--- src/rtl/gqd_pkg.sv ---
// Shared types and constants for the gray quantizer with dither
package gqd_pkg;

    localparam int PIX_W       = 8;
    localparam int RND_W       = 16;
    localparam int RND_Q_W     = 7;
    localparam int RND_F_W     = RND_W - RND_Q_W;
    localparam int LEVELS_W    = 9;
    localparam int WIDTH_W     = 13;
    localparam int CFG_IDX_W   = 2;
    localparam int CFG_DATA_W  = 13;
    localparam int IN_DATA_W   = 24;
    localparam int OUT_DATA_W  = 8;
    localparam int DIV_STEPS   = 8;
    localparam int DIV_CNT_W   = $clog2(DIV_STEPS);
    localparam int QUEUE_DEPTH = 2;
    localparam int DEF_MAX_WIDTH = 4096;

    localparam logic [LEVELS_W-1:0] LEVELS_MAX   = 9'd256;
    localparam logic [LEVELS_W-1:0] RST_LEVELS   = 9'd16;
    localparam logic [WIDTH_W-1:0]  RST_WIDTH    = 13'd640;
    localparam logic [PIX_W-1:0]    HALF_STEP    = 8'h80;
    localparam logic [PIX_W-1:0]    PIX_MAX      = 8'hFF;

    typedef enum logic [CFG_IDX_W-1:0] {
        REG_NUM_LEVELS = 2'd0,
        REG_DITHER_EN  = 2'd1,
        REG_IMG_WIDTH  = 2'd2
    } t_cfg_reg;

    typedef enum logic [2:0] {
        S_IDLE,
        S_JDIV,
        S_SUM,
        S_MUL,
        S_QDIV,
        S_OUT
    } t_state;

    typedef struct packed {
        logic [PIX_W-1:0]   pix;
        logic [RND_Q_W-1:0] rnd_q;
        logic               frac_nz;
        logic               dither;
        logic               positive;
    } t_item;

endpackage

--- src/rtl/gqd_front.sv ---
// Front end: input acceptance, checkerboard sign and row/column tracking
module gqd_front #(
    parameter int MAX_WIDTH = gqd_pkg::DEF_MAX_WIDTH
) (
    input  logic                        i_clk,
    input  logic                        i_rst_n,
    input  logic                        i_valid,
    output logic                        o_ready,
    input  logic [gqd_pkg::PIX_W-1:0]   i_pix,
    input  logic [gqd_pkg::RND_W-1:0]   i_rnd,
    input  logic                        i_start,
    input  logic                        i_dither_en,
    input  logic [gqd_pkg::WIDTH_W-1:0] i_image_width,
    input  logic                        i_full,
    output logic                        o_push,
    output gqd_pkg::t_item              o_item
);
    import gqd_pkg::*;

    localparam int CW = $clog2(MAX_WIDTH);
    localparam int XW = ((CW > WIDTH_W) ? CW : WIDTH_W) + 1;

    logic [CW-1:0] r_col, n_col, col0;
    logic          r_par, n_par, par0;
    logic [XW-1:0] last_col;
    logic          at_end;

    assign o_ready = !i_full;
    assign o_push  = i_valid && !i_full;

    always_comb begin
        col0 = i_start ? '0 : r_col;
        par0 = i_start ? 1'b0 : r_par;
        if (i_image_width == '0) begin
            last_col = '0;
        end else if (XW'(i_image_width) > XW'(MAX_WIDTH)) begin
            last_col = XW'(MAX_WIDTH - 1);
        end else begin
            last_col = XW'(i_image_width) - XW'(1);
        end
        at_end = XW'(col0) >= last_col;
        n_col  = r_col;
        n_par  = r_par;
        if (o_push) begin
            if (i_dither_en) begin
                if (at_end) begin
                    n_col = '0;
                    n_par = ~par0;
                end else begin
                    n_col = col0 + CW'(1);
                    n_par = par0;
                end
            end else begin
                n_col = col0;
                n_par = par0;
            end
        end
    end

    always_comb begin
        o_item.pix      = i_pix;
        o_item.rnd_q    = i_rnd[RND_W-1:RND_F_W];
        o_item.frac_nz  = |i_rnd[RND_F_W-1:0];
        o_item.dither   = i_dither_en;
        o_item.positive = (par0 == col0[0]);
    end

    always_ff @(posedge i_clk) begin
        if (!i_rst_n) begin
            r_col <= '0;
            r_par <= 1'b0;
        end else begin
            r_col <= n_col;
            r_par <= n_par;
        end
    end

endmodule

--- src/rtl/gqd_queue.sv ---
// Short item queue between front end and back end
module gqd_queue (
    input  logic           i_clk,
    input  logic           i_rst_n,
    input  logic           i_push,
    input  gqd_pkg::t_item i_item,
    output logic           o_full,
    input  logic           i_pop,
    output logic           o_valid,
    output gqd_pkg::t_item o_item
);
    import gqd_pkg::*;

    localparam int PTR_W = (QUEUE_DEPTH > 1) ? $clog2(QUEUE_DEPTH) : 1;
    localparam int CNT_W = $clog2(QUEUE_DEPTH + 1);

    t_item            r_mem [QUEUE_DEPTH];
    logic [PTR_W-1:0] r_wr, n_wr, r_rd, n_rd;
    logic [CNT_W-1:0] r_cnt, n_cnt;
    logic             do_pop;

    assign o_full  = (r_cnt == CNT_W'(QUEUE_DEPTH));
    assign o_valid = (r_cnt != '0);
    assign o_item  = r_mem[r_rd];
    assign do_pop  = i_pop && o_valid;

    always_comb begin
        n_wr  = r_wr;
        n_rd  = r_rd;
        n_cnt = r_cnt;
        if (i_push) begin
            n_wr = (r_wr == PTR_W'(QUEUE_DEPTH - 1)) ? '0 : r_wr + PTR_W'(1);
        end
        if (do_pop) begin
            n_rd = (r_rd == PTR_W'(QUEUE_DEPTH - 1)) ? '0 : r_rd + PTR_W'(1);
        end
        if (i_push && !do_pop) begin
            n_cnt = r_cnt + CNT_W'(1);
        end else if (!i_push && do_pop) begin
            n_cnt = r_cnt - CNT_W'(1);
        end
    end

    always_ff @(posedge i_clk) begin
        if (i_push) begin
            r_mem[r_wr] <= i_item;
        end
    end

    always_ff @(posedge i_clk) begin
        if (!i_rst_n) begin
            r_wr  <= '0;
            r_rd  <= '0;
            r_cnt <= '0;
        end else begin
            r_wr  <= n_wr;
            r_rd  <= n_rd;
            r_cnt <= n_cnt;
        end
    end

endmodule

--- src/rtl/gqd_back.sv ---
// Back end: jitter, clipping and level quantization on a shared serial divider
module gqd_back (
    input  logic                         i_clk,
    input  logic                         i_rst_n,
    input  logic                         i_valid,
    input  gqd_pkg::t_item               i_item,
    output logic                         o_pop,
    input  logic [gqd_pkg::LEVELS_W-1:0] i_levels,
    output logic                         o_valid,
    input  logic                         i_ready,
    output logic [gqd_pkg::PIX_W-1:0]    o_data
);
    import gqd_pkg::*;

    t_state                r_state, n_state;
    logic [PIX_W-1:0]      r_pix, n_pix;
    logic                  r_pos, n_pos;
    logic                  r_fnz, n_fnz;
    logic [PIX_W-1:0]      r_k, n_k;
    logic [PIX_W-1:0]      r_rem, n_rem;
    logic [PIX_W-1:0]      r_dvd, n_dvd;
    logic [PIX_W-1:0]      r_quo, n_quo;
    logic [DIV_CNT_W-1:0]  r_cnt, n_cnt;
    logic                  r_ovalid, n_ovalid;
    logic [PIX_W-1:0]      r_odata, n_odata;

    logic [PIX_W:0]        shifted;
    logic [PIX_W+1:0]      diff;
    logic                  ge;
    logic [PIX_W-1:0]      rem_step;
    logic [PIX_W:0]        sum9;
    logic [PIX_W:0]        sub9;
    logic [PIX_W-1:0]      k_sum;
    logic [2*PIX_W:0]      prod;
    logic                  out_free;

    assign o_valid  = r_ovalid;
    assign o_data   = r_odata;
    assign out_free = !r_ovalid || i_ready;

    always_comb begin
        shifted  = {r_rem, r_dvd[PIX_W-1]};
        diff     = {1'b0, shifted} - {1'b0, i_levels};
        ge       = !diff[PIX_W+1];
        rem_step = ge ? diff[PIX_W-1:0] : shifted[PIX_W-1:0];

        if (r_pos) begin
            sum9  = {1'b0, r_pix} + {1'b0, r_quo};
            sub9  = '0;
            k_sum = sum9[PIX_W] ? PIX_MAX : sum9[PIX_W-1:0];
        end else begin
            sum9  = '0;
            sub9  = {1'b0, r_quo} + (PIX_W+1)'(r_fnz || (r_rem != '0));
            k_sum = ({1'b0, r_pix} < sub9) ? '0 : r_pix - sub9[PIX_W-1:0];
        end

        prod = (2*PIX_W+1)'(r_k) * (2*PIX_W+1)'(i_levels);
    end

    always_comb begin
        n_state  = r_state;
        n_pix    = r_pix;
        n_pos    = r_pos;
        n_fnz    = r_fnz;
        n_k      = r_k;
        n_rem    = r_rem;
        n_dvd    = r_dvd;
        n_quo    = r_quo;
        n_cnt    = r_cnt;
        n_odata  = r_odata;
        n_ovalid = r_ovalid && !i_ready;
        o_pop    = 1'b0;
        case (r_state)
            S_IDLE: begin
                if (i_valid) begin
                    o_pop = 1'b1;
                    n_pix = i_item.pix;
                    n_pos = i_item.positive;
                    n_fnz = i_item.frac_nz;
                    if (i_item.dither) begin
                        n_rem   = '0;
                        n_dvd   = {1'b0, i_item.rnd_q};
                        n_quo   = '0;
                        n_cnt   = '0;
                        n_state = S_JDIV;
                    end else begin
                        n_k     = i_item.pix;
                        n_state = S_MUL;
                    end
                end
            end
            S_JDIV, S_QDIV: begin
                n_rem = rem_step;
                n_dvd = {r_dvd[PIX_W-2:0], 1'b0};
                n_quo = {r_quo[PIX_W-2:0], ge};
                n_cnt = r_cnt + DIV_CNT_W'(1);
                if (r_cnt == DIV_CNT_W'(DIV_STEPS - 1)) begin
                    n_state = (r_state == S_JDIV) ? S_SUM : S_OUT;
                end
            end
            S_SUM: begin
                n_k     = k_sum;
                n_state = S_MUL;
            end
            S_MUL: begin
                n_rem   = prod[2*PIX_W-1:PIX_W];
                n_dvd   = HALF_STEP;
                n_quo   = '0;
                n_cnt   = '0;
                n_state = S_QDIV;
            end
            S_OUT: begin
                if (out_free) begin
                    n_odata  = r_quo;
                    n_ovalid = 1'b1;
                    n_state  = S_IDLE;
                end
            end
            default: begin
                n_state = S_IDLE;
            end
        endcase
    end

    always_ff @(posedge i_clk) begin
        r_pix   <= n_pix;
        r_pos   <= n_pos;
        r_fnz   <= n_fnz;
        r_k     <= n_k;
        r_rem   <= n_rem;
        r_dvd   <= n_dvd;
        r_quo   <= n_quo;
        r_cnt   <= n_cnt;
        r_odata <= n_odata;
    end

    always_ff @(posedge i_clk) begin
        if (!i_rst_n) begin
            r_state  <= S_IDLE;
            r_ovalid <= 1'b0;
        end else begin
            r_state  <= n_state;
            r_ovalid <= n_ovalid;
        end
    end

endmodule

--- src/rtl/gray_quantizer_with_dither_core.sv ---
// Top level of the gray quantizer with dither: config registers and block wiring
//
// channel   | direction | handshake                   | payload
// ----------+-----------+-----------------------------+------------------------------
// s_axis    | in        | tvalid / tready             | tdata: pixel_in, random_fraction
//           |           |                             | tuser: channel_start
// m_axis    | out       | tvalid / tready             | tdata: pixel_out
// cfg       | in        | valid / ready (always 1)    | index, data
//
// With dither on a pixel passes twice through the shared restoring divider, with
// dither off once; the divider retires one quotient bit per cycle.
// Synchronous active-low reset clears state, column/parity tracking, queue and output valid.
// The input side takes transactions while the two-entry queue has room; a stalled
// output holds its pixel and blocks only the back end.
module gray_quantizer_with_dither_core #(
    parameter int MAX_WIDTH = gqd_pkg::DEF_MAX_WIDTH
) (
    input  logic                            i_clk,
    input  logic                            i_rst_n,
    input  logic                            i_s_axis_tvalid,
    output logic                            o_s_axis_tready,
    // [7:0] pixel_in, [23:8] random_fraction
    input  logic [gqd_pkg::IN_DATA_W-1:0]   i_s_axis_tdata,
    // [0] channel_start
    input  logic                            i_s_axis_tuser,
    output logic                            o_m_axis_tvalid,
    input  logic                            i_m_axis_tready,
    // [7:0] pixel_out
    output logic [gqd_pkg::OUT_DATA_W-1:0]  o_m_axis_tdata,
    input  logic                            i_cfg_valid,
    output logic                            o_cfg_ready,
    input  logic [gqd_pkg::CFG_IDX_W-1:0]   i_cfg_index,
    input  logic [gqd_pkg::CFG_DATA_W-1:0]  i_cfg_data
);
    import gqd_pkg::*;

    logic [LEVELS_W-1:0] r_num_levels, n_num_levels;
    logic                r_dither_en, n_dither_en;
    logic [WIDTH_W-1:0]  r_image_width, n_image_width;
    logic [LEVELS_W-1:0] eff_levels;

    t_item q_in, q_out;
    logic  q_push, q_full, q_pop, q_valid;

    assign o_cfg_ready = 1'b1;

    always_comb begin
        n_num_levels  = r_num_levels;
        n_dither_en   = r_dither_en;
        n_image_width = r_image_width;
        if (i_cfg_valid) begin
            case (t_cfg_reg'(i_cfg_index))
                REG_NUM_LEVELS: n_num_levels  = i_cfg_data[LEVELS_W-1:0];
                REG_DITHER_EN:  n_dither_en   = i_cfg_data[0];
                REG_IMG_WIDTH:  n_image_width = i_cfg_data[WIDTH_W-1:0];
                default: ;
            endcase
        end
        if (r_num_levels == '0) begin
            eff_levels = LEVELS_W'(1);
        end else if (r_num_levels > LEVELS_MAX) begin
            eff_levels = LEVELS_MAX;
        end else begin
            eff_levels = r_num_levels;
        end
    end

    always_ff @(posedge i_clk) begin
        if (!i_rst_n) begin
            r_num_levels  <= RST_LEVELS;
            r_dither_en   <= 1'b0;
            r_image_width <= RST_WIDTH;
        end else begin
            r_num_levels  <= n_num_levels;
            r_dither_en   <= n_dither_en;
            r_image_width <= n_image_width;
        end
    end

    gqd_front #(
        .MAX_WIDTH(MAX_WIDTH)
    ) u_front (
        .i_clk         (i_clk),
        .i_rst_n       (i_rst_n),
        .i_valid       (i_s_axis_tvalid),
        .o_ready       (o_s_axis_tready),
        .i_pix         (i_s_axis_tdata[PIX_W-1:0]),
        .i_rnd         (i_s_axis_tdata[PIX_W+RND_W-1:PIX_W]),
        .i_start       (i_s_axis_tuser),
        .i_dither_en   (r_dither_en),
        .i_image_width (r_image_width),
        .i_full        (q_full),
        .o_push        (q_push),
        .o_item        (q_in)
    );

    gqd_queue u_queue (
        .i_clk   (i_clk),
        .i_rst_n (i_rst_n),
        .i_push  (q_push),
        .i_item  (q_in),
        .o_full  (q_full),
        .i_pop   (q_pop),
        .o_valid (q_valid),
        .o_item  (q_out)
    );

    gqd_back u_back (
        .i_clk    (i_clk),
        .i_rst_n  (i_rst_n),
        .i_valid  (q_valid),
        .i_item   (q_out),
        .o_pop    (q_pop),
        .i_levels (eff_levels),
        .o_valid  (o_m_axis_tvalid),
        .i_ready  (i_m_axis_tready),
        .o_data   (o_m_axis_tdata)
    );

endmodule

--- config.mk ---
export PLATFORM = sky130hd
export DESIGN_NAME = gray_quantizer_with_dither_core
export DESIGN_NICKNAME = d
export VERILOG_FILES = /design/src/rtl/gqd_pkg.sv /design/src/rtl/gqd_front.sv /design/src/rtl/gqd_queue.sv /design/src/rtl/gqd_back.sv /design/src/rtl/gray_quantizer_with_dither_core.sv
export SDC_FILE = /design/constraint.sdc
export NUM_CORES = 1
export LEC_CHECK = 0
export BUFFER_PORTS_ARGS = -buffer_cell sky130_fd_sc_hd__clkbuf_2
export CORE_MARGIN = 5
export CORE_UTILIZATION = 63
export DETAILED_ROUTE_END_ITERATION = 7
export GPL_TIMING_DRIVEN = 1
export PLACE_DENSITY = 0.82
export RECOVER_POWER = 25
export SYNTH_ARGS = -nofsm -noshare
export SYNTH_HDL_FRONTEND = slang
export SYNTH_SLANG_ARGS = --single-unit
export TNS_END_PERCENT = 20
--- constraint.sdc ---
create_clock -name i_clk -period 9.5 [get_ports i_clk]
set_input_delay 1.425 -clock i_clk [delete_from_list [all_inputs] [get_ports i_clk]]
set_output_delay 1.425 -clock i_clk [all_outputs]
set_load 0.01 [all_outputs]
==> Word-level counts from Yosys, hierarchy flattened <==
Memory sizes are Yosys's and may differ from the RTL's. A register that Yosys moved wholly into a read port is not among the register bits.
Cells that the tools add are included.
Widths: inputs -> output; s select.
{ "word_totals": {"reg_bits": 97, "ramBits": 36, "output_inout_bits": 11, "elab_cells": 129, "n_memories": 1} }
{ "op_classes": {"add_sub_neg": 11, "multipliers": 1, "magnitude_cmp": 4, "eq_ne": 15, "n_mux": 45, "bitwise_logic": 1, "n_reduce_logical": 32} }
{ "memory_table": {"columns": ["name", "depth", "width", "read_ports", "rd_clocked_by_memory_dff", "write_ports", "line", "source"], "rows": [
  ["u_queue.r_mem", 2, 18, 1, 1, 1, "gqd_queue.sv:17", "t_item r_mem [QUEUE_DEPTH];"]
]} }
{ "ops": {"columns": ["op", "n"], "rows": [
  ["$mux 8", 10],
  ["$pmux 8 s3", 3],
  ["$mux 12", 3],
  ["$mux 14", 2],
  ["$mux 3", 6],
  ["$mux 9", 2],
  ["$mul 8x9->16", 1],
  ["$pmux 8 s2", 1],
  ["$pmux 3 s5", 1],
  ["$ge 12x14->1", 1],
  ["$sub 13x1->14 const B", 1],
  ["$gt 13x13->1 const B", 1],
  ["$logic_not 13->1", 1],
  ["$mux 1", 13],
  ["$add 12x1->12 const B", 1],
  ["$reduce_and 2->1", 5],
  ["$sub 9x9->10", 1],
  ["$add 8x1->9", 1],
  ["$add 8x8->9", 1],
  ["$eq 3x3->1 const B", 3],
  ["$gt 9x9->1 const B", 1],
  ["$logic_not 9->1", 1],
  ["$lt 8x9->1", 1],
  ["$pmux 3 s3", 1],
  ["other kinds (25)", 47]
]} }

==> Logic depth before layout (Yosys ltp) <==
Gate-level depths: netlist of the first run.
{ "depth": {"ltp_word": 7, "depth_mapped": 19, "mapped_depth_nobuf": 19} }

==> Cells and area by module <==
Synthesis of the first run repeated with hierarchy kept, for this count alone.
{ "hier_totals": {"cells_unflattened": 961, "hier_area_um2": 9726.8} }
{ "modules_own_cells": {"columns": ["mod", "instances", "cells_each", "area_per_inst_um2"], "rows": [
  ["gqd_back", 1, 558, 5550.3],
  ["gqd_front", 1, 216, 1621.6],
  ["gqd_queue", 1, 78, 1516.5],
  ["gray_quantizer_with_dither_core", 1, 109, 1038.5]
]} }

==> Worst setup path before layout of the first run <==
Ideal clock, no wire load.
{ "synth_path": {"path_type": "register to register", "from": "register r_num_levels[1]", "to": "register u_back.r_rem[7], data pin", "setup_ns": 0.268, "t_arrival_ns": 4.822, "t_required_ns": 9.232, "path_slack_ns": 4.410, "path_stages_with_launch": 17, "n_path_buf": 0, "synth_period_minus_slack_ns": 5.090, "path_cell_list": "dfxtp_1 -> or4_2 -> o22ai_4 -> nand2_1 -> fa_1 -> fa_1 -> inv_1 -> fa_1 -> fa_1 -> ha_1 -> a21oi_1 -> o21ai_0 -> a31oi_4 -> a21oi_4 -> a221oi_1 -> xnor2_1 -> o22ai_1"} }
{ "synth_via": {"elab_chain_cells": 6, "elab_cells_between_ends": 8} }
{ "synth_rtl": {"columns": ["element", "line", "source"], "rows": [
  ["from (decl)", "gray_quantizer_with_dither_core.sv:37", "logic [LEVELS_W-1:0] r_num_levels, n_num_levels;"],
  ["from (signal assigned)", "gray_quantizer_with_dither_core.sv:74", "r_num_levels <= n_num_levels;"],
  ["$gt 9x9->1", "gray_quantizer_with_dither_core.sv:61", "end else if (r_num_levels > LEVELS_MAX) begin"],
  ["$mux 9", "gray_quantizer_with_dither_core.sv:61", null],
  ["$mux 9 (*)", "gray_quantizer_with_dither_core.sv:59", "if (r_num_levels == '0) begin"],
  ["parallel branches: the longest is 2 deep, another holds $mul 8x9->16", null, null],
  ["$pmux 8 s3 (*)", "gqd_back.sv:73", "case (r_state)"],
  ["via u_back.n_rem[7]", "gqd_back.sv:20", "logic [PIX_W-1:0] r_rem, n_rem;"],
  ["to (signal assigned)", "gqd_back.sv:130", "r_rem <= n_rem;"],
  ["to (decl)", "gqd_back.sv:20", null]
]} }
Mark *: on every way through the listed nets, which the timed path passes.
A chain may end at the register's enable or synchronous reset.

==> Final worst setup path of the first run <==
{ "layout_path": {"from": "register r_num_levels[8]", "to": "register u_back.r_rem[4], data pin"} }
Same word-level chain as after synthesis.

==> flow_metrics.py, run 1 <==
metrics = {
    "status": {
        "outcome": "completed",
    },
    "floorplanning": {
        "ioPinCount": 56,
        "dieArea_sq_um": 17500,
        "design.core.area_sq_um": 14600,
        "rows": 44,
        "start_util": 0.646,
        "die_h_microns": 132,
        "die_width_microns": 132,
    },
    "placed_design": {
        "place.gp.congestion": 0.893,
        "dp_hpwl_microns": 14400,
        "place_area_sq_um": 9840,
        "portBuffers": 54,
    },
    "critical_path": {
        "path_common_cell": "fa_1",
        "crit_chain": "or4_4 -> o22ai_4 -> nand2_1 -> fa_1 -> fa_1 -> inv_1 -> fa_1 -> fa_1 -> ha_1 -> a21oi_1 -> o21ai_0 -> a31oi_4 -> a21oi_4 -> and3_2 -> nor3b_1 -> o22ai_1",
        "cp.required_ns": 9.65,
        "critPathBufInv": 1,
        "cp-end-kind": "flip-flop",
        "cpPeakStageDelay_ns": 0.62,
        "cp_slowest_cell": "or4_4",
        "crit_family": "adder cells",
        "crit_type": "reg -> reg",
        "crit_fanout": 18,
        "crit_path_start_kind": "flip-flop",
        "critPathArrivalTime_ns": 5.67,
    },
    "final_layout": {
        "n_antenna_cell": 0,
        "post-route-util": 0.714,
        "nets": 1166,
        "syn_to_final_growth_pct": 10.4,
        "drive_gt1_frac": 0.0966,
        "multi_input_area_sq_um": 5430,
        "seq_area_sq_um": 3570,
        "nFillCells": 1061,
        "final_area_sq_um": 10400,
    },
    "timing": {
        "tns_ns": 0,
        "period_minus_slack_ns": 5.52,
        "final-hold-violation-count": 0,
        "setup_viol": 0,
        "skew_ns": 0.00923,
        "rsz0062_at_grt": "false",
        "fin_crit_sh": 0.581,
        "slew_violations": 0,
        "slew_headroom": 0.0975,
        "fin_hold_ws_ns": 0.489,
        "max_freq_ghz": 0.181,
        "worst_pin_slew_ns": 1.35,
    },
    "synthesis": {
        "syn-num-nets": 1122,
        "ys.flop_type": "edfxtp_1",
        "synth_warnings": 0,
        "synth-async-reset-ratio": 0,
        "yosysSeqAreaShare": 0.379,
        "synth_edf_count": 89,
        "synth_cells": 958,
        "avgSynthCellArea_sq_um": 9.84,
        "synth_cell_type_count": 70,
        "syn-cell-area_sq_um": 9430,
        "ys_seq_elements": 134,
    },
    "pwr": {
        "p_leak_nw": 4.40,
        "finalPower_mw": 2.89,
        "powerDensity_nw_per_um2": 278,
        "ir_drop_v": 0.000154,
    },
    "clocking": {
        "ctsHoldBuffers": 0,
        "clk_pin_slew_ns": 0.06,
        "clock_path_buffers": 2,
        "post_cts_buffers": 0,
        "insertion_delay_ns": 0.43,
        "cts.sinks": 134,
        "cts_max_level": 4,
        "cts_buffers": 17,
        "cts_resized": 0,
        "clockRootBuffer": "clkbuf_16",
        "cts_tree": "built",
    },
    "routing": {
        "route.antenna.remaining_nets": 0,
        "vias": 7020,
        "drt_iter0_drc": 542,
        "drtPass1Iterations": 5,
        "routed_wirelength_microns": 19900,
        "wl_per_cell_microns": 16.6,
        "drc_errors": 0,
        "vias_per_cell": 5.85,
    },
    "run": {
        "cap_violations": 0,
    },
    "global_routing": {
        "grt_max_degree": 41,
        "grt_pass1_vias": 7166,
        "antenna_found_initial": 0,
        "grt_remaining_overflow": 0,
        "grt_pass1_wl_microns": 33900,
        "grt_usage": 0.235,
    },
    "worst_hold_path": {
        "hold_path.class": "reg -> reg",
    },
}
## layout by cell type, fill, tap and decap left out, types with 24 or more instances in the layout
master	count
nand2_1	115
ha_1	76
dfxtp_1	45
nor2_1	52
clkbuf_2	43
fa_1	43
a21oi_1	33
nor2b_1	36
edfxtp_1	89
inv_1	83
and2_1	53
xnor2_1	24
o21ai_0	45
## through the flow
step / std cells / setup slack [ns]
4_1_cts: 1199 / 4.01
6_report: 1199 / 3.98
5_1_grt: 1199 / 3.74
3_5_place_dp: 1167 / 4.07
2_1_floorplan: 958 / 4.41
3_3_place_gp: 1167 / 4.17
## logic make-up after synthesis
kind of cell	count (synthesis)	synth area share
fa+ha+maj	119	0.192
simple gates	348	0.188
flops	134	0.379
xor+xnor	42	0.0390
buf+inv	116	0.0470
other cells	1	0.000398
mux	27	0.0301
compound gates	171	0.125
## Yosys cell counts (4+ instances only)
cell,n,share of area
o21a_1,10,0.0080
or3_1,4,0.0027
mux2i_1,16,0.017
nand2_1,115,0.046
xnor2_1,24,0.022
a21oi_1,33,0.018
edfxtp_1,89,0.28
a21boi_0,17,0.014
nand3_1,19,0.010
dfxtp_1,45,0.096
a221o_1,7,0.0074
nor3b_1,4,0.0032
mux2_2,11,0.013
o21ai_0,45,0.024
and2_2,4,0.0032
a21o_1,7,0.0056
ha_1,76,0.10
fa_1,43,0.091
o22ai_1,6,0.0040
nand2b_1,16,0.011
a211oi_1,8,0.0064
nor3_1,7,0.0037
clkbuf_1,26,0.010
nor4_1,6,0.0040
a22oi_1,5,0.0040
nor2b_1,36,0.024
and2_1,53,0.035
nor2_1,52,0.021
xor2_1,18,0.017
a31oi_1,8,0.0053
nand4_1,7,0.0046
inv_1,83,0.033
and3_1,4,0.0027
nand3b_1,5,0.0040
## where the power goes
group	switching, mW	internal, mW	leakage, nW
clock network	0.263	0.390	0.286
logic	0.720	0.536	2.93
registers	0.162	0.822	1.19
total	1.15	1.75	4.40
## state kept, by name (all words and copies together) (netlist names), 2 cells and up, named ones only
| name | flops |
|---|---|
| u_back.r_quo | 8 |
| u_back.r_k | 8 |
| u_queue.r_cnt | 2 |
| u_back.r_state | 3 |
| u_front.r_col | 12 |
| u_back.r_rem | 8 |
| r_image_width | 13 |
| u_back.r_dvd | 8 |
| u_back.r_pix | 8 |
| u_back.r_cnt | 3 |
| u_back.o_data | 8 |
| u_queue.r_mem | 36 |
| r_num_levels | 9 |
## worst paths after layout
check                   start          endpoint  slack [ns]  cells past startpoint
max           r_num_levels[8]   u_back.r_rem[4]        3.98                     16
min          u_front.r_col[1]  u_front.r_col[1]        0.49                      2
max reg2reg   r_num_levels[8]   u_back.r_rem[4]        3.98                     16
min reg2reg  u_front.r_col[1]  u_front.r_col[1]        0.49                      2
## cell type report
cell class,count,area share
Timing Repair Buffer,57,0.0268
Multi-Input combinational cell,708,0.522
Clock inverter,13,0.0143
Tap cell,184,0.0221
Sequential cell,134,0.343
Inverter,84,0.0303
Clock buffer,19,0.0416
## worst register-to-register path: stages, from the launching register on
cell and delay, ns:
dfxtp_1 0.47, or4_4 0.62, o22ai_4 0.26, nand2_1 0.13, fa_1 0.52, fa_1 0.54
inv_1 0.05, fa_1 0.50, fa_1 0.49, ha_1 0.35, a21oi_1 0.14, o21ai_0 0.14
a31oi_4 0.24, a21oi_4 0.13, and3_2 0.25, nor3b_1 0.32, o22ai_1 0.11
## layer usage
metal | track usage | vias to the layer above | share of wire | routed length, microns
met2 | 0.383 | 216 | 0.48 | 9610
met4 | 0.0967 | 0 | 0.027 | 538
met1 | 0.304 | 3343 | 0.44 | 8730
met5 | 0 | - | 0 | 0
li1 | - | 3409 | - | -
met3 | 0.0504 | 52 | 0.049 | 983
Power figures use the tool's default switching activity.
==> inputs of run 2 (changes only) <==
Settings changed: ABC_AREA set to 1, CORE_UTILIZATION 63 to 56, PLACE_DENSITY 0.82 to 0.77.
Clock period 9.5 ns to 4.6 ns, I/O delays scaled along.
==> flow_metrics.py, run 2 <==
metrics = {
    "status": {
        "outcome": "complete, but fails checks",
        "violations": "setup timing",
    },
    "placed_design": {
        "place.gp.congestion": 0.929,
        "portBuffers": 54,
        "dp_hpwl_microns": 17700,
    },
    "final_layout": {
        "layout.cells.most_common": "nand2_1",
        "syn_to_final_growth_pct": 17.8,
        "top_register": "u_queue.r_mem",
        "drive_gt1_frac": 0.155,
        "n_antenna_cell": 0,
        "post-route-util": 0.665,
        "mostFrequentLayoutCells": "nand2_1, inv_1, nor2_1, edfxtp_1, a21oi_1",
        "largest_reg_flops": 36,
        "top_regs": "u_queue.r_mem (36), r_image_width (13), u_front.r_col (12)",
        "nets": 1472,
    },
    "run": {
        "cap_violations": 0,
    },
    "global_routing": {
        "grt_max_degree": 34,
        "grt_usage": 0.239,
        "grt_remaining_overflow": 0,
        "grt_pass1_wl_microns": 38100,
        "antenna_found_initial": 0,
        "grt_pass1_vias": 7911,
    },
    "timing": {
        "skew_ns": 0.0108,
        "worst_pin_slew_ns": 1.23,
        "setup_slack_ns": -0.0853,
        "fin_crit_sh": 1.02,
        "final-hold-violation-count": 0,
        "max_freq_ghz": 0.213,
        "period_minus_slack_ns": 4.69,
        "slew_headroom": 0.177,
        "rsz0062_at_grt": "true",
        "tns_ns": -0.0853,
        "setup_viol": 1,
        "slew_violations": 0,
    },
    "clocking": {
        "cts_tree": "built",
        "cts_max_level": 4,
        "clockRootBuffer": "clkbuf_16",
        "cts_buffers": 17,
        "clock_path_buffers": 2,
        "cts.sinks": 134,
        "insertion_delay_ns": 0.43,
        "clk_pin_slew_ns": 0.06,
        "ctsHoldBuffers": 0,
    },
    "synthesis": {
        "syn-num-nets": 1373,
        "synth_cell_type_count": 43,
        "syn-cell-area_sq_um": 9630,
        "synth_warnings": 0,
        "yosysSeqAreaShare": 0.371,
        "synth_edf_count": 89,
        "yosysTopAreaCell": "edfxtp_1",
        "avgSynthCellArea_sq_um": 7.96,
        "synth-async-reset-ratio": 0,
        "post-synth-top-count-cell": "nand2_1",
        "synthTopCellsByCount": "nand2_1, inv_1, nor2_1",
        "synth_cells": 1209,
        "yosysTopAreaCellShare": 0.278,
        "yosys-top-cells-area": "edfxtp_1, nand2_1, ha_1",
        "ys.flop_type": "edfxtp_1",
        "ys_seq_elements": 134,
    },
    "critical_path": {
        "critPathArrivalTime_ns": 4.85,
        "cp.required_ns": 4.77,
        "crit_fanout": 5,
        "rrSetupSlack_ns": -0.09,
        "cp-end-kind": "flip-flop",
        "crit_type": "reg -> reg",
        "crit_path_start_kind": "flip-flop",
    },
    "floorplanning": {
        "rows": 48,
        "die_h_microns": 141,
        "die_width_microns": 141,
        "ioPinCount": 56,
        "dieArea_sq_um": 19900,
        "design.core.area_sq_um": 17100,
        "start_util": 0.564,
    },
    "worst_hold_path": {
        "hold_path.class": "in -> reg",
    },
    "routing": {
        "vias_per_cell": 5.39,
        "drtPass1Iterations": 5,
        "vias": 8329,
        "wl_per_cell_microns": 15.4,
        "drc_errors": 0,
        "route.antenna.remaining_nets": 0,
        "drt_iter0_drc": 623,
        "routed_wirelength_microns": 23900,
    },
    "pwr": {
        "p_leak_nw": 5.30,
        "powerDensity_nw_per_um2": 641,
        "ir_drop_v": 0.000337,
    },
}
run 2: cell count changes after synthesis, moves of 13 or more:
cell	delta
a21boi_0	-16
a21oi_1	+48
and2_1	-52
clkbuf_1	-13
inv_1	+110
mux2i_1	-16
nand2_1	+152
nand2b_1	-16
nand3_1	+44
nor2_1	+107
nor2b_1	-36
nor3_1	+13
o21ai_0	+13
run 2: logic make-up (layout without fill, tap and decap cells):
kind of cell             after synthesis  count (layout)  share of synthesized area
adder cells (fa/ha/maj)              119             119                      0.188
AO/OA/AOI/OAI                        178             178                      0.102
buffers and inverters                219             331                     0.0876
AND/OR/NAND/NOR                      536             536                      0.230
other                                  1               1                   0.000390
flip-flops                           134             134                      0.371
XOR/XNOR                              22              22                     0.0200
run 2: stage by stage:
stage               area [sq um]  total power [mW]  hold WS (ns)  instances  setup WS [ns]
floorplan                   9630              4.42         0.426       1209         0.0711
global placement           10400              5.37         0.439       1510        -0.0438
detailed placement         10400              5.47         0.453       1510        -0.0646
CTS                        11000              6.90         0.437       1542        0.00154
global route               11300              7.83         0.448       1546         -0.250
finish                     11300              7.26         0.454       1546        -0.0853
run 2: critical path, stage by stage (launching register included):
cell     delay, ns
dfxtp_2       0.33
nor2_2        0.13
nand2_2       0.09
o21ai_4       0.31
nand2_4       0.12
buf_4         0.17
inv_1         0.07
nand2_1       0.07
fa_1          0.47
fa_1          0.56
inv_1         0.07
fa_1          0.42
ha_1          0.33
ha_4          0.31
inv_1         0.11
nor3_2        0.20
inv_1         0.09
nor3_2        0.18
nand2_1       0.11
nand2_1       0.08
nand2_1       0.05
nand3_1       0.09
nand2_1       0.06
run 2: repair_timing:
action / CTS / global route
gates resized for setup: 7 / 76
endpoints found under the setup margin: 5 / 8
buffers inserted: 0 / 4
cloned: 0 / 0
pin swaps: 3 / 53
run 2: metal layers:
| metal | vias to the layer above | global-route usage | part of all wire |
|---|---|---|---|
| met3 | 48 | 0.0448 | 0.061 |
| met2 | 277 | 0.407 | 0.50 |
| met1 | 3865 | 0.308 | 0.42 |
| li1 | 4139 | - | - |
| met5 | - | 0 | 0 |
| met4 | 0 | 0.0790 | 0.022 |
run 2: final cells by class:
class | count | area [sq um]
well taps | 225 | 282
multi-input cells | 856 | 5540
inverters | 198 | 748
flip-flops and latches | 134 | 3580
clock buffers | 18 | 429
repair buffers | 101 | 607
fillers | 1405 | 5720
clock inverters | 14 | 151
run 2: final timing paths:
path | start | end | cells past startpoint
max | r_num_levels[7] | u_back.r_rem[7] | 22
min | i_s_axis_tdata[19] | u_queue.r_mem[1][5] | 1
max reg2reg | r_num_levels[7] | u_back.r_rem[7] | 22
min reg2reg | u_queue.r_rd | u_queue.r_rd | 1
run 2: power breakdown:
part,internal (mW),switching (mW)
logic,1.47,2.43
registers,1.75,0.280
clock network,0.803,0.539
